[config.mk]
export PLATFORM = sky130hd
export DESIGN_NAME = power_of_two_weight_quantizer_unit
export DESIGN_NICKNAME = d
export VERILOG_FILES = /design/src/rtl/pwq_pkg.sv /design/src/rtl/power_of_two_weight_quantizer_unit.sv /design/src/rtl/pwq_scale.sv /design/src/rtl/pwq_quant.sv /design/src/rtl/pwq_dequant.sv
export VERILOG_INCLUDE_DIRS = /design/src /design/src/rtl
export SDC_FILE = /design/constraint.sdc
export NUM_CORES = 2
export LEC_CHECK = 0
export ABC_AREA = 1
export ABC_CLOCK_PERIOD_IN_PS = 21300
export BUFFER_PORTS_ARGS = -buffer_cell sky130_fd_sc_hd__clkbuf_2
export CORE_MARGIN = 4
export CORE_UTILIZATION = 33
export DETAILED_ROUTE_END_ITERATION = 12
export GPL_TIMING_DRIVEN = 0
export HOLD_SLACK_MARGIN = 0.12
export PLACE_DENSITY = 0.43
export SLEW_MARGIN = 20
export SYNTH_ARGS = -nofsm -noshare
export SYNTH_HDL_FRONTEND = slang
export SYNTH_SLANG_ARGS = --single-unit
[constraint.sdc]
create_clock -name clk -period 21.3 [get_ports clk]
set_input_delay 3.195 -clock clk [delete_from_list [all_inputs] [get_ports clk]]
set_output_delay 3.195 -clock clk [all_outputs]
set_load 0.03 [all_outputs]
[src/rtl/power_of_two_weight_quantizer_unit_defines.svh]
`ifndef POWER_OF_TWO_WEIGHT_QUANTIZER_UNIT_DEFINES_SVH
`define POWER_OF_TWO_WEIGHT_QUANTIZER_UNIT_DEFINES_SVH

// Property checked on every rising edge outside reset.
`define PWQ_ASSERT(label, prop, msg) \
  label: assert property (@(posedge clk) disable iff (!rst_n) prop) else $error(msg);

// Property checked on every rising edge, reset included.
`define PWQ_ASSERT_RST(label, prop, msg) \
  label: assert property (@(posedge clk) prop) else $error(msg);

`endif

[src/rtl/pwq_pkg.sv]
package pwq_pkg;

  // Fixed formats of the weight and code words.
  localparam int WEIGHT_BITS   = 16;
  localparam int FRACTION_BITS = 12;
  localparam int MAX_CODE_BITS = 16;
  localparam int CODE_W        = MAX_CODE_BITS + 1;
  localparam int EXP_W         = 6;
  localparam int EXP_LOW       = -8;
  localparam int EXP_HIGH      = 31;
  localparam int WEIGHT_MAX    = 2 ** (WEIGHT_BITS - 1) - 1;
  localparam int CFG_IDX_W     = 3;
  localparam int CFG_DATA_W    = 16;

  // Configuration register indexes.
  localparam logic [CFG_IDX_W-1:0] CFG_CODE_BITS  = 3'd0;
  localparam logic [CFG_IDX_W-1:0] CFG_RANGE_LOW  = 3'd1;
  localparam logic [CFG_IDX_W-1:0] CFG_RANGE_HIGH = 3'd2;
  localparam logic [CFG_IDX_W-1:0] CFG_EXP_RND    = 3'd3;
  localparam logic [CFG_IDX_W-1:0] CFG_VAL_RND    = 3'd4;

  // Scale exponent rounding codes.
  localparam logic [1:0] ER_FLOOR   = 2'd0;
  localparam logic [1:0] ER_NEAREST = 2'd1;
  localparam logic [1:0] ER_CEIL    = 2'd2;

  // Scaled weight rounding codes.
  localparam logic [1:0] VR_NEAREST = 2'd0;
  localparam logic [1:0] VR_FLOOR   = 2'd1;
  localparam logic [1:0] VR_CEIL    = 2'd2;
  localparam logic [1:0] VR_ZERO    = 2'd3;

  // Register values after reset.
  localparam logic [4:0]  RST_CODE_BITS  = 5'd8;
  localparam logic [15:0] RST_RANGE_LOW  = 16'hF000;
  localparam logic [15:0] RST_RANGE_HIGH = 16'h0FFF;
  localparam logic [1:0]  RST_EXP_RND    = ER_FLOOR;
  localparam logic [1:0]  RST_VAL_RND    = VR_NEAREST;

  // Scale settings shared by the datapath stages.
  typedef struct packed {
    logic [EXP_W-1:0]  exp;
    logic [CODE_W-1:0] cmin;
    logic [CODE_W-1:0] cmax;
    logic              err;
    logic [1:0]        vround;
  } scale_t;

  // Clipped code handed to the dequantize stage.
  typedef struct packed {
    logic              valid;
    logic [CODE_W-1:0] code;
  } code_t;

endpackage

[src/rtl/power_of_two_weight_quantizer_unit.sv]
// Power-of-two weight quantizer. Each Q4.12 weight taken with start is scaled
// by 2^E, rounded, clipped to the code range and scaled back; the code, the
// dequantized weight, E and the range error flag appear on the out_ ports for
// exactly one cycle with out_valid. Each item passes through the input
// register, the rounding and clipping registers and the result register.
// The receiver cannot stall: results must be captured when out_valid is high.
// A new item is taken every cycle (start high, busy low); busy is high during
// reset and in the cycle after it. E is computed from the configuration
// registers in two register stages that run alongside the write port, so an
// item may follow a configuration write in the next cycle. Write configuration
// only while no item is in flight.
`include "power_of_two_weight_quantizer_unit_defines.svh"

module power_of_two_weight_quantizer_unit (
  input  logic                                   clk,
  input  logic                                   rst_n,
  input  logic                                   start,
  output logic                                   busy,
  input  logic signed [pwq_pkg::WEIGHT_BITS-1:0] in_weight_in,
  input  logic                                   cfg_wr_en,
  input  logic [pwq_pkg::CFG_IDX_W-1:0]          cfg_index,
  input  logic [pwq_pkg::CFG_DATA_W-1:0]         cfg_wdata,
  output logic                                   out_valid,
  output logic signed [pwq_pkg::CODE_W-1:0]      out_quant_code,
  output logic signed [pwq_pkg::WEIGHT_BITS-1:0] out_weight_out,
  output logic signed [pwq_pkg::EXP_W-1:0]       out_scale_exponent,
  output logic                                   out_range_error
);

  logic            busy_r;
  logic            accept;
  pwq_pkg::scale_t scale;
  pwq_pkg::code_t  code;

  // Hold off items for the cycle after reset.
  always_ff @(posedge clk) begin
    busy_r <= !rst_n;
  end

  assign busy   = busy_r;
  assign accept = start && !busy_r;

  // Configuration registers and scale exponent.
  pwq_scale u_scale (
    .clk       (clk),
    .rst_n     (rst_n),
    .cfg_wr_en (cfg_wr_en),
    .cfg_index (cfg_index),
    .cfg_wdata (cfg_wdata),
    .scale     (scale)
  );

  // Scale, round and clip.
  pwq_quant u_quant (
    .clk      (clk),
    .rst_n    (rst_n),
    .accept   (accept),
    .weight   (in_weight_in),
    .scale    (scale),
    .code_out (code)
  );

  // Scale back and drive the result ports.
  pwq_dequant u_dequant (
    .clk                (clk),
    .rst_n              (rst_n),
    .code_in            (code),
    .scale              (scale),
    .out_valid          (out_valid),
    .out_quant_code     (out_quant_code),
    .out_weight_out     (out_weight_out),
    .out_scale_exponent (out_scale_exponent),
    .out_range_error    (out_range_error)
  );

  // Every accepted item yields its result on out_valid.
  `PWQ_ASSERT(a_latency, accept |-> ##4 out_valid, "missing result for accepted item")

endmodule

[src/rtl/pwq_scale.sv]
`include "power_of_two_weight_quantizer_unit_defines.svh"

module pwq_scale (
  input  logic                               clk,
  input  logic                               rst_n,
  input  logic                               cfg_wr_en,
  input  logic [pwq_pkg::CFG_IDX_W-1:0]      cfg_index,
  input  logic [pwq_pkg::CFG_DATA_W-1:0]     cfg_wdata,
  output pwq_pkg::scale_t                    scale
);

  // Normalized limit and bound of one side of the range.
  typedef struct packed {
    logic        active;
    logic        zero;
    logic [4:0]  k0;
    logic [15:0] mn;
    logic [15:0] dn;
  } bound_t;

  // Position of the highest set bit.
  function automatic logic [3:0] msb16(input logic [15:0] v);
    logic [3:0] p;
    p = 4'd0;
    for (int i = 0; i < 16; i++) begin
      if (v[i]) p = 4'(i);
    end
    return p;
  endfunction

  // Build the normalized pair for limit m over bound d.
  function automatic bound_t make_bound(input logic act, input logic [15:0] m,
                                        input logic [15:0] d);
    bound_t b;
    logic [3:0] pm;
    logic [3:0] pd;
    pm       = msb16(m);
    pd       = msb16(d);
    b.active = act;
    b.zero   = (m == 16'd0);
    b.k0     = 5'(pm) - 5'(pd);
    b.mn     = m << (4'd15 - pm);
    b.dn     = d << (4'd15 - pd);
    return b;
  endfunction

  // Rounded log2(m / d) plus the fraction bits.
  function automatic logic signed [6:0] bound_exp(input bound_t b, input logic [1:0] mode);
    logic        lt;
    logic [16:0] a;
    logic [33:0] sq_a;
    logic [33:0] sq_d;
    logic        adj;
    logic [6:0]  k;
    lt   = (b.mn < b.dn);
    a    = lt ? {b.mn, 1'b0} : {1'b0, b.mn};
    sq_a = 34'(a) * 34'(a);
    sq_d = (34'(b.dn) * 34'(b.dn)) << 1;
    k    = {{2{b.k0[4]}}, b.k0};
    unique case (mode)
      pwq_pkg::ER_CEIL:    adj = (b.mn != b.dn);
      pwq_pkg::ER_NEAREST: adj = (sq_a >= sq_d);
      default:             adj = 1'b0;
    endcase
    return $signed(7'(pwq_pkg::FRACTION_BITS) + k - 7'(lt) + 7'(adj));
  endfunction

  logic [4:0]  code_bits_r, code_bits_nxt;
  logic [15:0] range_low_r, range_low_nxt;
  logic [15:0] range_high_r, range_high_nxt;
  logic [1:0]  exp_rnd_r, exp_rnd_nxt;
  logic [1:0]  val_rnd_r, val_rnd_nxt;

  bound_t      lo_r, lo_nxt;
  bound_t      hi_r, hi_nxt;
  logic [16:0] cmin_r, cmin_nxt;
  logic [16:0] cmax_r, cmax_nxt;
  logic        err_r, err_nxt;
  logic [5:0]  exp_r, exp_nxt;

  logic [4:0]  n_eff;
  logic        lo_nonneg;
  logic        hi_nonpos;
  logic [16:0] lim;
  logic [16:0] pow;
  logic [16:0] d_lo;

  // Register writes; reset loads the defaults.
  always_comb begin
    code_bits_nxt  = code_bits_r;
    range_low_nxt  = range_low_r;
    range_high_nxt = range_high_r;
    exp_rnd_nxt    = exp_rnd_r;
    val_rnd_nxt    = val_rnd_r;
    if (!rst_n) begin
      code_bits_nxt  = pwq_pkg::RST_CODE_BITS;
      range_low_nxt  = pwq_pkg::RST_RANGE_LOW;
      range_high_nxt = pwq_pkg::RST_RANGE_HIGH;
      exp_rnd_nxt    = pwq_pkg::RST_EXP_RND;
      val_rnd_nxt    = pwq_pkg::RST_VAL_RND;
    end else if (cfg_wr_en) begin
      case (cfg_index)
        pwq_pkg::CFG_CODE_BITS:  code_bits_nxt  = cfg_wdata[4:0];
        pwq_pkg::CFG_RANGE_LOW:  range_low_nxt  = cfg_wdata;
        pwq_pkg::CFG_RANGE_HIGH: range_high_nxt = cfg_wdata;
        pwq_pkg::CFG_EXP_RND:    exp_rnd_nxt    = cfg_wdata[1:0];
        pwq_pkg::CFG_VAL_RND:    val_rnd_nxt    = cfg_wdata[1:0];
        default: ;
      endcase
    end
  end

  // Code range and normalized bounds, taken from the incoming register values
  // so that they are registered alongside a write and feed the exponent stage.
  always_comb begin
    if (code_bits_nxt == 5'd0) begin
      n_eff = 5'd1;
    end else if (code_bits_nxt > 5'(pwq_pkg::MAX_CODE_BITS)) begin
      n_eff = 5'(pwq_pkg::MAX_CODE_BITS);
    end else begin
      n_eff = code_bits_nxt;
    end
    lo_nonneg = !range_low_nxt[15];
    hi_nonpos = range_high_nxt[15] || (range_high_nxt == 16'd0);
    err_nxt   = lo_nonneg && hi_nonpos;
    lim       = (17'd1 << n_eff) - 17'd1;
    pow       = 17'd1 << (n_eff - 5'd1);
    d_lo      = 17'd0 - {range_low_nxt[15], range_low_nxt};
    priority if (lo_nonneg) begin
      cmin_nxt = 17'd0;
      cmax_nxt = lim;
    end else if (hi_nonpos) begin
      cmin_nxt = 17'd0 - lim;
      cmax_nxt = 17'd0;
    end else begin
      cmin_nxt = 17'd0 - pow;
      cmax_nxt = pow - 17'd1;
    end
    lo_nxt = make_bound(!lo_nonneg, hi_nonpos ? lim[15:0] : pow[15:0], d_lo[15:0]);
    hi_nxt = make_bound(!hi_nonpos, cmax_nxt[15:0], range_high_nxt);
  end

  // Least exponent over the active bounds, saturated.
  always_comb begin
    logic signed [6:0] x_lo;
    logic signed [6:0] x_hi;
    logic signed [6:0] e;
    x_lo = bound_exp(lo_r, exp_rnd_r);
    x_hi = hi_r.zero ? 7'(pwq_pkg::EXP_LOW) : bound_exp(hi_r, exp_rnd_r);
    priority if (lo_r.active && hi_r.active) begin
      e = (x_lo < x_hi) ? x_lo : x_hi;
    end else if (lo_r.active) begin
      e = x_lo;
    end else begin
      e = x_hi;
    end
    if (e < 7'(pwq_pkg::EXP_LOW)) e = 7'(pwq_pkg::EXP_LOW);
    if (e > 7'(pwq_pkg::EXP_HIGH)) e = 7'(pwq_pkg::EXP_HIGH);
    exp_nxt = 6'(e);
  end

  // Configuration registers and the two exponent stages.
  always_ff @(posedge clk) begin
    code_bits_r  <= code_bits_nxt;
    range_low_r  <= range_low_nxt;
    range_high_r <= range_high_nxt;
    exp_rnd_r    <= exp_rnd_nxt;
    val_rnd_r    <= val_rnd_nxt;
    lo_r         <= lo_nxt;
    hi_r         <= hi_nxt;
    cmin_r       <= cmin_nxt;
    cmax_r       <= cmax_nxt;
    err_r        <= err_nxt;
    exp_r        <= exp_nxt;
  end

  assign scale.exp    = exp_r;
  assign scale.cmin   = cmin_r;
  assign scale.cmax   = cmax_r;
  assign scale.err    = err_r;
  assign scale.vround = val_rnd_r;

  // An empty range must leave both bounds unused.
  `PWQ_ASSERT(a_err_no_bound, err_r |-> (!lo_r.active && !hi_r.active), "range error with a bound")
  // The exponent stays at or above its saturation floor once loaded.
  `PWQ_ASSERT(a_exp_range, $past(rst_n) |-> ($signed(exp_r) >= -6'sd8), "exponent below floor")

endmodule

[src/rtl/pwq_quant.sv]
`include "power_of_two_weight_quantizer_unit_defines.svh"

module pwq_quant (
  input  logic                                clk,
  input  logic                                rst_n,
  input  logic                                accept,
  input  logic signed [pwq_pkg::WEIGHT_BITS-1:0] weight,
  input  pwq_pkg::scale_t                     scale,
  output pwq_pkg::code_t                      code_out
);

  logic        in_vld_r;
  logic [15:0] w_r;
  logic        q_vld_r;
  logic [35:0] val_r, val_nxt;
  logic        c_vld_r;
  logic [16:0] code_r, code_nxt;
  logic        code_ok;

  // Scale the weight by the power of two and round it.
  always_comb begin
    logic        neg;
    logic [15:0] mag;
    logic [31:0] mag32;
    logic [4:0]  sh;
    logic [15:0] down;
    logic        rest;
    logic        half;
    logic        inc;
    logic [34:0] mag_s;
    neg   = w_r[15];
    mag   = neg ? (16'd0 - w_r) : w_r;
    mag32 = {16'd0, mag};
    sh    = 5'(6'd12 - scale.exp);
    down  = 16'(mag32 >> sh);
    rest  = (mag32 & ((32'd1 << sh) - 32'd1)) != 32'd0;
    half  = mag32[sh - 5'd1];
    unique case (scale.vround)
      pwq_pkg::VR_NEAREST: inc = half;
      pwq_pkg::VR_FLOOR:   inc = neg && rest;
      pwq_pkg::VR_CEIL:    inc = !neg && rest;
      pwq_pkg::VR_ZERO:    inc = 1'b0;
    endcase
    if ($signed(scale.exp) >= 6'sd12) begin
      mag_s = 35'(mag) << 5'(scale.exp - 6'd12);
    end else begin
      mag_s = 35'(down) + 35'(inc);
    end
    val_nxt = neg ? (36'd0 - {1'b0, mag_s}) : {1'b0, mag_s};
  end

  // Clip to the code range.
  always_comb begin
    logic [35:0] cmin36;
    logic [35:0] cmax36;
    cmin36 = {{19{scale.cmin[16]}}, scale.cmin};
    cmax36 = {{19{scale.cmax[16]}}, scale.cmax};
    priority if ($signed(val_r) < $signed(cmin36)) begin
      code_nxt = scale.cmin;
    end else if ($signed(val_r) > $signed(cmax36)) begin
      code_nxt = scale.cmax;
    end else begin
      code_nxt = val_r[16:0];
    end
  end

  // Item valid flags.
  always_ff @(posedge clk) begin
    if (!rst_n) begin
      in_vld_r <= 1'b0;
      q_vld_r  <= 1'b0;
      c_vld_r  <= 1'b0;
    end else begin
      in_vld_r <= accept;
      q_vld_r  <= in_vld_r;
      c_vld_r  <= q_vld_r;
    end
  end

  // Payload stages.
  always_ff @(posedge clk) begin
    if (accept) w_r <= weight;
    val_r  <= val_nxt;
    code_r <= code_nxt;
  end

  assign code_out.valid = c_vld_r;
  assign code_out.code  = code_r;

  // The held code lies inside the configured range.
  assign code_ok = ($signed(code_r) >= $signed(scale.cmin)) &&
                   ($signed(code_r) <= $signed(scale.cmax));

  // A clipped code never leaves the configured range.
  `PWQ_ASSERT(a_code_in_range, c_vld_r |-> code_ok, "code outside range")

endmodule

[src/rtl/pwq_dequant.sv]
`include "power_of_two_weight_quantizer_unit_defines.svh"

module pwq_dequant (
  input  logic                                   clk,
  input  logic                                   rst_n,
  input  pwq_pkg::code_t                         code_in,
  input  pwq_pkg::scale_t                        scale,
  output logic                                   out_valid,
  output logic signed [pwq_pkg::CODE_W-1:0]      out_quant_code,
  output logic signed [pwq_pkg::WEIGHT_BITS-1:0] out_weight_out,
  output logic signed [pwq_pkg::EXP_W-1:0]       out_scale_exponent,
  output logic                                   out_range_error
);

  logic        valid_r;
  logic [16:0] code_r, code_nxt;
  logic [15:0] wout_r, wout_nxt;
  logic [5:0]  exp_r, exp_nxt;
  logic        err_r;

  // Scale the code back to Q4.12, round to nearest and saturate; a range error clears code, weight and exponent.
  always_comb begin
    logic        neg;
    logic [16:0] mag;
    logic [31:0] mag32;
    logic [4:0]  sh;
    logic [36:0] md;
    neg   = code_in.code[16];
    mag   = neg ? (17'd0 - code_in.code) : code_in.code;
    mag32 = {15'd0, mag};
    sh    = 5'(scale.exp - 6'd12);
    if ($signed(scale.exp) <= 6'sd12) begin
      md = 37'(mag) << 5'(6'd12 - scale.exp);
    end else begin
      md = 37'(mag32 >> sh) + 37'(mag32[sh - 5'd1]);
    end
    if (neg) begin
      wout_nxt = (md > 37'(pwq_pkg::WEIGHT_MAX + 1)) ? 16'h8000 : 16'(37'd0 - md);
    end else begin
      wout_nxt = (md > 37'(pwq_pkg::WEIGHT_MAX)) ? 16'(pwq_pkg::WEIGHT_MAX) : md[15:0];
    end
    code_nxt = code_in.code;
    exp_nxt  = scale.exp;
    if (scale.err) begin
      wout_nxt = 16'd0;
      code_nxt = 17'd0;
      exp_nxt  = 6'd0;
    end
  end

  // Result strobe.
  always_ff @(posedge clk) begin
    if (!rst_n) begin
      valid_r <= 1'b0;
    end else begin
      valid_r <= code_in.valid;
    end
  end

  // Result payload.
  always_ff @(posedge clk) begin
    code_r <= code_nxt;
    wout_r <= wout_nxt;
    exp_r  <= exp_nxt;
    err_r  <= scale.err;
  end

  assign out_valid          = valid_r;
  assign out_quant_code     = $signed(code_r);
  assign out_weight_out     = $signed(wout_r);
  assign out_scale_exponent = $signed(exp_r);
  assign out_range_error    = err_r;

  // A negative weight can only come from a negative code.
  `PWQ_ASSERT(a_sign_match, (valid_r && wout_r[15]) |-> code_r[16], "weight sign without code sign")
  // Reset empties the result stage.
  `PWQ_ASSERT_RST(a_reset_clears, !rst_n |=> !valid_r, "result strobe after reset")

endmodule
* Yosys cells after proc, flatten, opt, wreduce, memory -nomap -nowiden *
Index checks and enable logic that the tools add are counted.

word-level totals
  flip-flop bits (word level) = 273
  input bits = 39

operators by class
  $add $sub $neg = 29
  $mul = 4
  order comparisons = 16
  equality and inequality tests = 11
  shift-type cells = 11
  muxes and demuxes = 99
  bitwise gates (word level) = 1
  reduce and logical (&&, ||, !) cells = 19

operators with widths
  operator                                                                 number
  16-bit two-way mux                                                       11
  17-bit two-way mux                                                       8
  4-bit two-way mux                                                        32
  35-bit two-way mux                                                       2
  34-bit by 33-bit greater-or-equal comparator with 1-bit output           2
  17-bit by 17-bit multiplier with 34-bit output                           2
  16-bit by 16-bit multiplier with 32-bit output                           2
  16-bit by 4-bit << shifter with 16-bit output                            4
  1-bit by 17-bit subtractor with 17-bit output (first input constant)     3
  3-bit two-way mux                                                        16
  1-bit by 16-bit subtractor with 16-bit output (first input constant)     3
  37-bit by 1-bit adder with 37-bit output                                 1
  37-bit by 15-bit > comparator with 1-bit output (second input constant)  1
  37-bit by 16-bit > comparator with 1-bit output (second input constant)  1
  37-bit two-way mux                                                       1
  17-bit by 5-bit << shifter with 37-bit output                            1
  17-bit by 5-bit right shift with 37-bit output                           1
  36-bit by 17-bit > comparator with 1-bit output                          1
  36-bit by 17-bit < comparator with 1-bit output                          1
  1-bit by 35-bit subtractor with 36-bit output (first input constant)     1
  7-bit two-way mux                                                        5
  16-bit by 5-bit << shifter with 35-bit output                            1
  1-bit by 5-bit << shifter with 17-bit output (first input constant)      2
  17-bit by 1-bit subtractor with 17-bit output (second input constant)    2
  42 further kinds                                                         86

* Logic depth before layout (Yosys ltp) *
  depth in word-level cells = 29
  gate-level depth with buffers = 81

* Hierarchy *
From an unflattened synthesis, not the netlist that was laid out.

second synthesis, totals
  cells, all modules = 7767
  area, all modules = 56315.3 um^2

by module, submodules not included
  module                              times used  cells an instance  area an instance (um^2)  sequential area each (um^2)
  pwq_scale                           1           5335               41723.8                  3163.0
  pwq_quant                           1           1467               9203.8                   1601.5
  pwq_dequant                         1           961                5353.9                   820.8
  power_of_two_weight_quantizer_unit  1           4                  33.8                     20.0

* Least setup slack after synthesis *
OpenSTA, ideal clock, no wires.

  path type = flip-flop to flip-flop
  start = register u_scale.lo_r[3] in the netlist's numbering
  end = register u_scale.exp_r[0]
  library setup time = 0.130 ns
  arrival time = 13.250 ns
  path slack = 7.920 ns
  cell stages (with the launch flop) = 75
  cells stage by stage = dfxtp_1 -> clkbuf_1 -> clkbuf_1 -> inv_1 -> ha_1 -> nand2_1 -> o21a_1 -> o211ai_1 -> nand2_1 -> nand2_1 -> clkinv_1 -> clkbuf_1 -> a21oi_1 -> clkinv_1 -> nand2_1 -> fa_1 -> fa_1 -> inv_1 -> [... 39 more ...] -> a21oi_1 -> nand2_1 -> nand2_1 -> nand3_1 -> o21ai_0 -> nand3b_1 -> nand2_1 -> nand2_1 -> o21ai_0 -> inv_1 -> nand4_1 -> ha_1 -> a211oi_1 -> o221ai_1 -> nor3_1 -> a21oi_1 -> mux2i_1 -> nand2_1

between the ends
  cells in the longest elaborated chain, start to end = 12

RTL lines
  what                                                            RTL line          text
  start: declaration                                              pwq_scale.sv:74   bound_t lo_r, lo_nxt;
  start signal: assignment                                        pwq_scale.sv:169  lo_r <= lo_nxt;
  16-bit < comparator                                             pwq_scale.sv:55   lt = (b.mn < b.dn);
  17-bit two-way mux                                              pwq_scale.sv:56   a = lt ? {b.mn, 1'b0} : {1'b0, b.mn};
  17-bit by 17-bit multiplier with 34-bit output                  pwq_scale.sv:57   sq_a = 34'(a) * 34'(a);
  34-bit by 33-bit greater-or-equal comparator with 1-bit output  pwq_scale.sv:62   pwq_pkg::ER_NEAREST: adj = (sq_a >= sq_d);
  1-bit one-hot mux with 2 select lines                           pwq_scale.sv:60   unique case (mode)
  7-bit by 1-bit adder with 7-bit output (*)                      pwq_scale.sv:65   return $signed(7'(pwq_pkg::FRACTION_BITS) + k - 7'(lt) + 7'(adj));
  7-bit < comparator                                              pwq_scale.sv:151  e = (x_lo < x_hi) ? x_lo : x_hi;
  7-bit two-way mux                                               pwq_scale.sv:151
  7-bit two-way mux (*)                                           pwq_scale.sv:150  priority if (lo_r.active && hi_r.active) begin
  7-bit by 4-bit < comparator with 1-bit output                   pwq_scale.sv:157  if (e < 7'(pwq_pkg::EXP_LOW)) e = 7'(pwq_pkg::EXP_LOW);
  7-bit two-way mux (*)                                           pwq_scale.sv:157
  7-bit by 6-bit > comparator with 1-bit output                   pwq_scale.sv:158  if (e > 7'(pwq_pkg::EXP_HIGH)) e = 7'(pwq_pkg::EXP_HIGH);
  end signal: assignment                                          pwq_scale.sv:174  exp_r <= exp_nxt;
  end: declaration                                                pwq_scale.sv:79   logic [5:0] exp_r, exp_nxt;

Mark *: on every way between the ends. The rest lies on a longest branch, timed or not.
A chain may end at the register's enable or synchronous reset.

* Final worst setup path *
  start = register u_scale.hi_r[11] in the netlist's numbering
  end = register u_scale.exp_r[0]

between the ends
  cells in the longest elaborated chain, start to end = 13

RTL lines
  what                                                            RTL line          text
  start: declaration                                              pwq_scale.sv:75   bound_t hi_r, hi_nxt;
  start signal: assignment                                        pwq_scale.sv:170  hi_r <= hi_nxt;
  16-bit < comparator                                             pwq_scale.sv:55
  17-bit two-way mux                                              pwq_scale.sv:56
  17-bit by 17-bit multiplier with 34-bit output                  pwq_scale.sv:57
  34-bit by 33-bit greater-or-equal comparator with 1-bit output  pwq_scale.sv:62
  1-bit one-hot mux with 2 select lines                           pwq_scale.sv:60
  7-bit by 1-bit adder with 7-bit output (*)                      pwq_scale.sv:65
  7-bit two-way mux (*)                                           pwq_scale.sv:149  x_hi = hi_r.zero ? 7'(pwq_pkg::EXP_LOW) : bound_exp(hi_r, exp_rnd_r);
  7-bit < comparator                                              pwq_scale.sv:151
  7-bit two-way mux                                               pwq_scale.sv:151
  7-bit two-way mux (*)                                           pwq_scale.sv:150
  7-bit by 4-bit < comparator with 1-bit output                   pwq_scale.sv:157
  7-bit two-way mux (*)                                           pwq_scale.sv:157
  7-bit by 6-bit > comparator with 1-bit output                   pwq_scale.sv:158

Marks and branches as above.

==> run metrics <==
Startpoint Class register; TritonCTS clock tree done; Final setup violation count 0; R2R cell count just over 70; CORE AREA 163300 µm²; Die ar. around 170000 µm²; # nets final 9173; CP Buf/Inv Count 11; CTS sink count about 270; Levels on crit path slightly above 70; Total Wirelength approximately 180 mm; H-Tree Depth 2; total CTS buffers 37; CP endpoint kind register; root buf cell clkbuf_16; number of synthesized register bits around 270; vias ~48000; Die Y just over 400 µm; area share of the largest cell type after synthesis approximately a quarter; crit path DAT just under 20000 ps; Slew @ Worst Pin approximately 1200 ps; Slew HR 20.64%; antenna violations before repair 1; Yosys cell types 70; first-pass GRT wire length 285.3 mm; Via-to-Cell Ratio between 4 and 5; vias in the first global route 49070; Final Skew ~48 ps; Ys Warns 0; Slew Limit Fails 0; port bufs 80; IO Count slightly above 80; RSZ-0062 raised after global routing no; DRT iter0 DRCs roughly 3200; Area contributors post-synth fa_1 26%, ha_1 14%, nand2_1 12%; maxcap violations 0; area leader, netlist fa_1; CP max FO 11; fillers 17800; Main synth FF type dfxtp_1; Clock transition at path regs 60 ps; Synth Instances 7676; effective utilization at floorplan approximately a third; worst skew pair latency between 600 and 700 ps; Post-synth EDFFs 16; asr flop ratio synth 0%; worst endpoint required time around 22000 ps; Worst R2R Setup Slack just over 2000 ps; Synth-to-Final Area Change 8.096%; Avg Cell Area, Syn 7.093 µm²; minimum clock period 19250 ps; HP Class register to register; antenna-violating nets left 0; hold depth 0; CP delay by family, top compound AO/OA/AOI/OAI gates; CP peak stage delay about 840 ps; final worst path period share between 90% and 100%; fmax between 0.05 and 0.06 GHz; Synth Cell Area 54450 µm²; clock tree buffer depth 3; GRT Total Usage 20.95%; DRT Pass-1 Iters 7; Setup Crit Path Kind register to register; row count between 100 and 150; DR WL/cell 17.95 µm; Hold Buf Count CTS 0; share of cells above drive strength 1 under 10%; Setup Buffers After CTS 0; final hold viol count 0; status complete, no violations; GR Overflow Total 0; RePlAce Congestion between 0.9 and 1; die width approximately 410 µm; DRC violations left 0; register area share after synthesis between 10% and 20%; Post-DP HPWL around 160 mm; critical path's slowest cell o21ai_0; setup TNS after final layout 0 ps; Post-CTS Resized 0; Worst path most repeated cell o21ai_0; largest net degree at the start of global routing 22
==> flip-flops by register name, summed over array words and instances (netlist names), 15 cells and up <==
signal / count
u_scale.range_low_r: 15
u_dequant.out_weight_out: 16
u_scale.cmax_r: 17
u_quant.w_r: 16
u_scale.cmin_r: 17
u_scale.hi_r: 39
u_quant.code_r: 17
u_dequant.out_quant_code: 17
u_quant.val_r: 36
u_scale.range_high_r: 16
u_scale.lo_r: 38
==> through the flow <==
step | util, % | worst slack (ps) | cell area [µm²] | hold WS [ps] | instances
2_1_floorplan | - | 7920 | 54460 | 329.0 | 7679
3_3_place_gp | 35.25 | 2229 | 57580 | 385.1 | 9934
3_5_place_dp | 35.28 | 2227 | 57620 | 380.0 | 9935
4_1_cts | 36.03 | 2154 | 58850 | 398.4 | 10000
5_1_grt | 36.03 | 702.0 | 58850 | 406.3 | 10000
6_report | 36.04 | 2047 | 58860 | 402.8 | 10010
==> cells by family after synthesis <==
kind of cell	count (synthesis)	synth area share (%)
flip-flops	272	10.30
buffers and inverters	1911	13.38
adder cells (fa/ha/maj)	1335	40.55
XOR/XNOR	198	3.213
multiplexers	4	0.07354
AND/OR/NAND/NOR	3162	24.27
AO/OA/AOI/OAI	792	8.204
other	2	0.01379
==> final timing paths <==
kind,start,to
worst max-delay path,u_scale.hi_r[11],u_scale.exp_r[0]
worst min-delay path,u_scale.err_r,u_dequant.out_range_error
worst max register to register,u_scale.hi_r[11],u_scale.exp_r[0]
worst min register to register,u_scale.err_r,u_dequant.out_range_error
==> layer usage <==
| metal | share of wire (%) | vias up | track usage, % |
|---|---|---|---|
| li1 | - | 23890 | - |
| met1 | 47 | 22820 | 29.08 |
| met2 | 47 | 954 | 35.75 |
| met3 | 4.1 | 158 | 1.865 |
| met4 | 2.0 | 0 | 3.983 |
| met5 | 0 | - | 0 |
==> worst reg2reg max path, delay by kind of cell, from the launching register on <==
kind | cells | cell delay [ps]
flops | 1 | 470
simple gates | 22 | 4520
xor+xnor | 1 | 110
buf+inv | 11 | 2420
compound gates | 23 | 6390
fa+ha+maj | 13 | 4900
mux | 1 | 300
==> cells in the final DEF (no fill, tap or decap), types with 8 or more instances in the layout <==
master,count
xor2_1,118
nor2_2,17
o21a_1,22
o221ai_1,9
nor2_1,701
buf_4,10
nand4_1,85
nand3b_1,9
o21ai_1,34
a31oi_1,15
o211ai_1,26
nor3_1,56
dfxtp_1,256
nor4_1,11
clkbuf_2,80
fa_1,716
clkbuf_16,38
clkbuf_1,168
edfxtp_1,16
nand2_2,8
or2_2,28
o21bai_1,14
xnor2_1,78
nand2_1,1697
inv_2,25
buf_1,22
clkinv_1,10
o31ai_1,10
a21boi_0,19
a211oi_1,32
ha_1,619
a21oi_1,303
nand3_1,505
inv_1,1653
buf_2,18
o21ai_0,265
==> synth_stat cells, types with 8 or more instances <==
cell type,count
a211oi_1,32
a21boi_0,19
a21oi_1,304
a31oi_1,15
buf_1,22
buf_2,18
buf_4,10
clkbuf_1,166
clkinv_1,10
dfxtp_1,256
edfxtp_1,16
fa_1,716
ha_1,619
inv_1,1653
inv_2,25
nand2_1,1697
nand2_2,8
nand3_1,505
nand3b_1,9
nand4_1,85
nor2_1,702
nor2_2,17
nor3_1,56
nor4_1,11
o211ai_1,26
o21a_1,22
o21ai_0,265
o21ai_1,34
o21bai_1,14
o221ai_1,9
o31ai_1,10
or2_2,28
xnor2_1,78
xor2_1,118
==> cell type report <==
cell class / count / area (µm²) / share of cell area (%)
Timing Repair Buffer: 81 / 420.4 / 0.7143
Antenna cell: 3 / 7.507 / 0.01276
Multi-Input combinational cell: 5496 / 41590 / 70.66
Clock buffer: 42 / 985.9 / 1.675
Inverter: 1688 / 6336 / 10.77
Sequential cell: 272 / 5605 / 9.524
Clock inverter: 26 / 242.7 / 0.4124
Buffer: 223 / 949.7 / 1.614
Tap cell: 2175 / 2721 / 4.624
Power is not shown: default switching activity piles up to over one toggle a cycle in this logic, so the estimate is an artifact.
